## config.mk

```make
export PLATFORM = sky130hd
export DESIGN_NAME = grg_div_pipe
export DESIGN_NICKNAME = d
export VERILOG_FILES = /design/src/hdl/grg_div_pipe.sv
export SDC_FILE = /design/constraint.sdc
export NUM_CORES = 2
export LEC_CHECK = 0
export ABC_AREA = 1
export BUFFER_PORTS_ARGS = -buffer_cell sky130_fd_sc_hd__buf_2
export CORE_ASPECT_RATIO = 1.4
export CORE_UTILIZATION = 45
export DETAILED_ROUTE_END_ITERATION = 10
export GPL_TIMING_DRIVEN = 0
export PLACE_DENSITY = 0.67
export SLEW_MARGIN = 40
export SYNTH_ARGS = -nofsm -noshare
export SYNTH_HDL_FRONTEND = slang
export SYNTH_SLANG_ARGS = --single-unit
```

## constraint.sdc

```tcl
create_clock -name clk_i -period 2.1 [get_ports clk_i]
set_input_delay 0.315 -clock clk_i [delete_from_list [all_inputs] [get_ports clk_i]]
set_output_delay 0.315 -clock clk_i [all_outputs]
set_load 0.01 [all_outputs]
```

## src/hdl/grg_div_pipe.sv

```systemverilog
module grg_div_pipe #(
  parameter int unsigned DVW = 14,
  parameter int unsigned QW  = 38,
  parameter int unsigned SW  = 8
) (
  input  logic           clk_i,
  input  logic           rst_ni,
  input  logic           valid_i,
  input  logic [DVW-1:0] rem_i,
  input  logic [QW-1:0]  low_i,
  input  logic [DVW-1:0] div_i,
  input  logic [SW-1:0]  side_i,
  output logic           valid_o,
  output logic [QW-1:0]  quo_o,
  output logic [SW-1:0]  side_o
);

  logic           valid_q [QW];
  logic [DVW-1:0] rem_q   [QW];
  logic [QW-1:0]  low_q   [QW];
  logic [SW-1:0]  side_q  [QW];

  for (genvar k = 0; k < QW; k++) begin : g_stage
    logic           valid_in;
    logic [DVW-1:0] rem_in;
    logic [QW-1:0]  low_in;
    logic [SW-1:0]  side_in;
    logic [DVW:0]   trial;
    logic [DVW:0]   diff;
    logic           take;

    if (k == 0) begin : g_head
      assign valid_in = valid_i;
      assign rem_in   = rem_i;
      assign low_in   = low_i;
      assign side_in  = side_i;
    end else begin : g_body
      assign valid_in = valid_q[k-1];
      assign rem_in   = rem_q[k-1];
      assign low_in   = low_q[k-1];
      assign side_in  = side_q[k-1];
    end

    assign trial = {rem_in, low_in[QW-1]};
    assign take  = trial >= {1'b0, div_i};
    assign diff  = trial - {1'b0, div_i};

    always_ff @(posedge clk_i or negedge rst_ni) begin
      if (!rst_ni) begin
        valid_q[k] <= 1'b0;
      end else begin
        valid_q[k] <= valid_in;
      end
    end

    always_ff @(posedge clk_i) begin
      rem_q[k]  <= take ? diff[DVW-1:0] : trial[DVW-1:0];
      low_q[k]  <= {low_in[QW-2:0], take};
      side_q[k] <= side_in;
    end
  end

  assign valid_o = valid_q[QW-1];
  assign quo_o   = low_q[QW-1];
  assign side_o  = side_q[QW-1];

endmodule

```

Word level (Yosys, flattened, before mapping)
Memory sizes are Yosys's and may differ from the RTL's.
Index checks and enable logic that the tools add are counted.
Operators by class
  $add $sub $neg: 38
  multipliers: 0
  divide/modulo/power cells: 0
  order comparisons: 38
  eq/ne operators: 0
  shifts and indexed selects: 0
  mux-type cells: 38
  bitwise logic cells: 0
  reductions and logical operators: 0
Operator list (count)
  15-bit by 14-bit greater-or-equal comparator with 1-bit output: 38
  14-bit 2-to-1 mux: 38
  14-bit subtractor: 38
Word-level totals
  register bits: 38
  bits in latches: 0
  bits in writable memories: 2280
  memory bits (read-only): 0
  bits of input ports: 77
  output and inout bits: 47
  memories kept: 3
Memories
  low_q: words 38, bits a word 38, read ports 38, clocked after memory_dff 0, wr ports 38, RTL line 20  | logic [QW-1:0] low_q [QW];
  rem_q: words 38, bits a word 14, read ports 37, clocked after memory_dff 0, wr ports 38, RTL line 19  | logic [DVW-1:0] rem_q [QW];
  side_q: words 38, bits a word 8, read ports 38, clocked after memory_dff 0, wr ports 38, RTL line 21  | logic [SW-1:0] side_q [QW];

Depth between registers and ports, before layout
  word-level depth: 2
  mapped depth: 13
  mapped depth without buffers: 12

Worst setup path after synthesis
No wires, ideal clock.
  path kind: input to register
  start point: input div_i[1]
  end point: memory rem_q[0][13]
  library setup time: 113 ps
  arrival time: 3782 ps
  data required time: 1987 ps
  setup slack: -1795 ps
  stages on the path: 11
  buffers on the path: 1
  cell sequence: inv_1 > ha_1 > nand3_1 > nand2_2 > nand2_1 > nand2_2 > nand2_2 > nand3_4 > buf_6 > nand3_1 > nand2_1
RTL lines
  start: declaration: RTL line 11  | input logic [DVW-1:0] div_i,
  end: declaration: RTL line 19

==> impl_metrics.toml <==
[logic_synthesis]
ys_seq_elements = 2304
yosysSeqAreaShare_pct = 52.5
synth_cell_types = 42
syn_area_per_cell_um2 = 8.78
syn_area_um2 = 88200
synth-edff-count = 0
ys.flop_type = "dfxtp_1"
synth_common_cells = "2843 x nand2_1, 2266 x dfxtp_1, 1606 x inv_1"
synthArstFlopShare_pct = 1.65
yosysWarnings = 0
synth_top_area_share_pct = 51.4
synth_area_leaders = "dfxtp_1 51%, nand2_1 12%, ha_1 8.1%"
syn-num-nets = 10700
synth_top_area_cell = "dfxtp_1"
syn_inst = 10000
synthMostInstantiatedCell = "nand2_1"

[setup_path]
cp_data_arrival_time_ns = 2.82
required_ns = 2.88
crit_type = "input port to flip-flop"
path_cells = "buf_2 > inv_6 > buf_16 > ha_1 > nand2_1 > inv_1 > a21oi_1 > nand2_2 > nand2_4 > nand4_1 > dlygate4sd3_1 > nand2_1"
critical-path-slowest-cell = "dlygate4sd3_1"
crit_path_frequent_cell = "nand2_1"
path_delay_family = "buffers and inverters"
crit_fanout = 21
slowest_delay_ns = 0.58
crit_buf_inv = 5
worst_setup_path_end_kind = "flip-flop"
start_kind = "input port"

[timing]
maxSlewViolCount = 0
period_share_pct = 96.9
clock_skew_ns = 0.0375
whs_ns = 0.0918
setup_violations = 0
tightest_slew_ns = 0.497
period_needed_ns = 2.03
slew_headroom_pct = 66.9
hold_viol_final = 0
rsz0062_at_grt = "true"
fmax_mhz = 492

[cts]
cts.htree.levels = 4
cts_buffers = 215
cts_sinks = 2304
tritoncts = "yes"
path_clk_slew_ns = 0.07
clock_latency_ns = 0.86
cts_root_buffer = "clkbuf_16"
cts_buffer_depth = 4

[place]
place_inst = 12800
io_buffers = 123
place_hpwl_um = 136000
gp_congestion = 0.898
placed_area_um2 = 93600

[die]
initial_core_util_pct = 45.5
die_w_um = 376
die_height_um = 526
fp-row-count = 191
core_area_um2 = 194000
die_area_um2 = 198000
io_pins = 124

[detailed_routing]
antenna_left = 0
first_pass_iters = 5
avgRoutedWirePerCell_um = 14.0
vias = 61900
drt-total-wl_um = 186000
vias_per_cell = 4.66
drc = 0
drt_iter0_markers = 2951

[power_and_ir_drop]
power_density_nw_per_um2 = 1680
finalPower_uw = 172000
total_leakage_power_uw = 0.0516
max-vdd-ir-drop_v = 0.000881

[finish]
fin_cells = 13300
num-nets-final = 11200
design_area_um2 = 102000
areaGrowthSynthToFinish_pct = 15.5
fillCellCount = 18000
layout-drive-gt1-share_pct = 12.0

[global_routing]
grt_pass1_wl_um = 301000
grt_max_degree = 41
gr-total-overflow = 0
grt_pass1_vias = 60900
grt_usage_pct = 18.7
antenna_found_initial = 1

[run_status]
status = "completed"

[job]
drv_cap = 0

[min_path]
hp-class = "input port to flip-flop"
## sequential cells by signal, indices dropped and copies added (netlist names)
| register | cells |
|---|---|
| side_q | 304 |
| low_q | 1444 |
| rem_q | 518 |
| g_stage.valid_in | 37 |
| valid_o | 1 |
## metal layers
layer / GRT usage [%] / share of wire [%] / vias to the layer above
met1: 21.2 / 42 / 28000
met5: 0 / 0 / -
met2: 34.6 / 50 / 1058
li1: - / - / 32400
met3: 2.46 / 3.3 / 450
met4: 8.28 / 4.4 / 0
## power breakdown
part,switching (uW),leakage [uW],internal [uW]
sequential,5530,0.0195,57100
clock,16500,0.00359,23200
combinational,43400,0.0285,25900
## cell families after synthesis
kind of cell | Yosys count | share of synthesized area [%]
buffers and inverters | 1703 | 7.91
flip-flops | 2304 | 52.5
AND/OR/NAND/NOR | 4600 | 24.1
XOR/XNOR | 259 | 2.57
adder cells (fa/ha/maj) | 606 | 8.91
AO/OA/AOI/OAI | 575 | 4.00
## placed cells by master (no fill, tap or decap), drive strengths merged, types with 24 or more instances in the layout
cell type and count:
a21oi 233, bufinv 24, dfrtp 38, a21o 35, nand4 390, or2 26, xor2 167, inv 1650
ha 569, nand2 2977, nor2 517, o21ai 304, clkbuf 269, nand3 572, dfxtp 2266, clkinvlp 29
and2 74, dlygate4sd3 76, nand3b 37, fa 37, xnor2 92, clkinv 50, buf 222
## what timing repair did
item,CTS,global route
setup endpoints to repair,5,23
gates resized for setup,0,17
hold buffers,75,1
pin swaps,1,4
cloned,0,0
endpoints found under the hold margin,98,38
buffers inserted,1,6
## cell type report
class / count / area [um2] / share of cell area, %
antenna: 1 / 2.50 / 0.00246
buffer: 74 / 877 / 0.861
clock buffer: 269 / 5940 / 5.83
clock inverter: 124 / 1500 / 1.47
inverter: 1629 / 6190 / 6.08
multi-input combinational: 6040 / 35900 / 35.3
sequential: 2304 / 46300 / 45.5
tap: 2605 / 3260 / 3.20
timing repair buffer: 224 / 1880 / 1.85
## metrics by stage
step | setup WS (ns) | setup TNS (ns) | utilization, %
detailed placement | -0.691 | -272.46 | 48.2
finish | 0.0657 | 0 | 52.5
floorplan | -1.10 | -584.70 | -
global route | -0.00339 | -0.00446 | 52.5
global placement | -3.01 | -1557.09 | 48.0
CTS | 0.0431 | 0 | 52.4
## path summary, 6_finish.rpt
| check | startpoint | to | cells after the start | slack [ns] |
|---|---|---|---|---|
| worst max register to register | rem_q[2][79] | rem_q[2][97] | 10 | 0.10 |
| worst min-delay path | low_i[4] | low_q[0][5] | 2 | 0.09 |
| min in group asynchronous | rst_ni | g_stage[8].valid_in | 3 | 0.52 |
| max in group asynchronous | rst_ni | g_stage[26].valid_in | 3 | 1.25 |
| worst min register to register | low_q[2][80] | low_q[2][119] | 0 | 0.30 |
| worst max-delay path | div_i[6] | rem_q[0][8] | 12 | 0.07 |
Note: power is estimated with default switching activity, not from simulation.
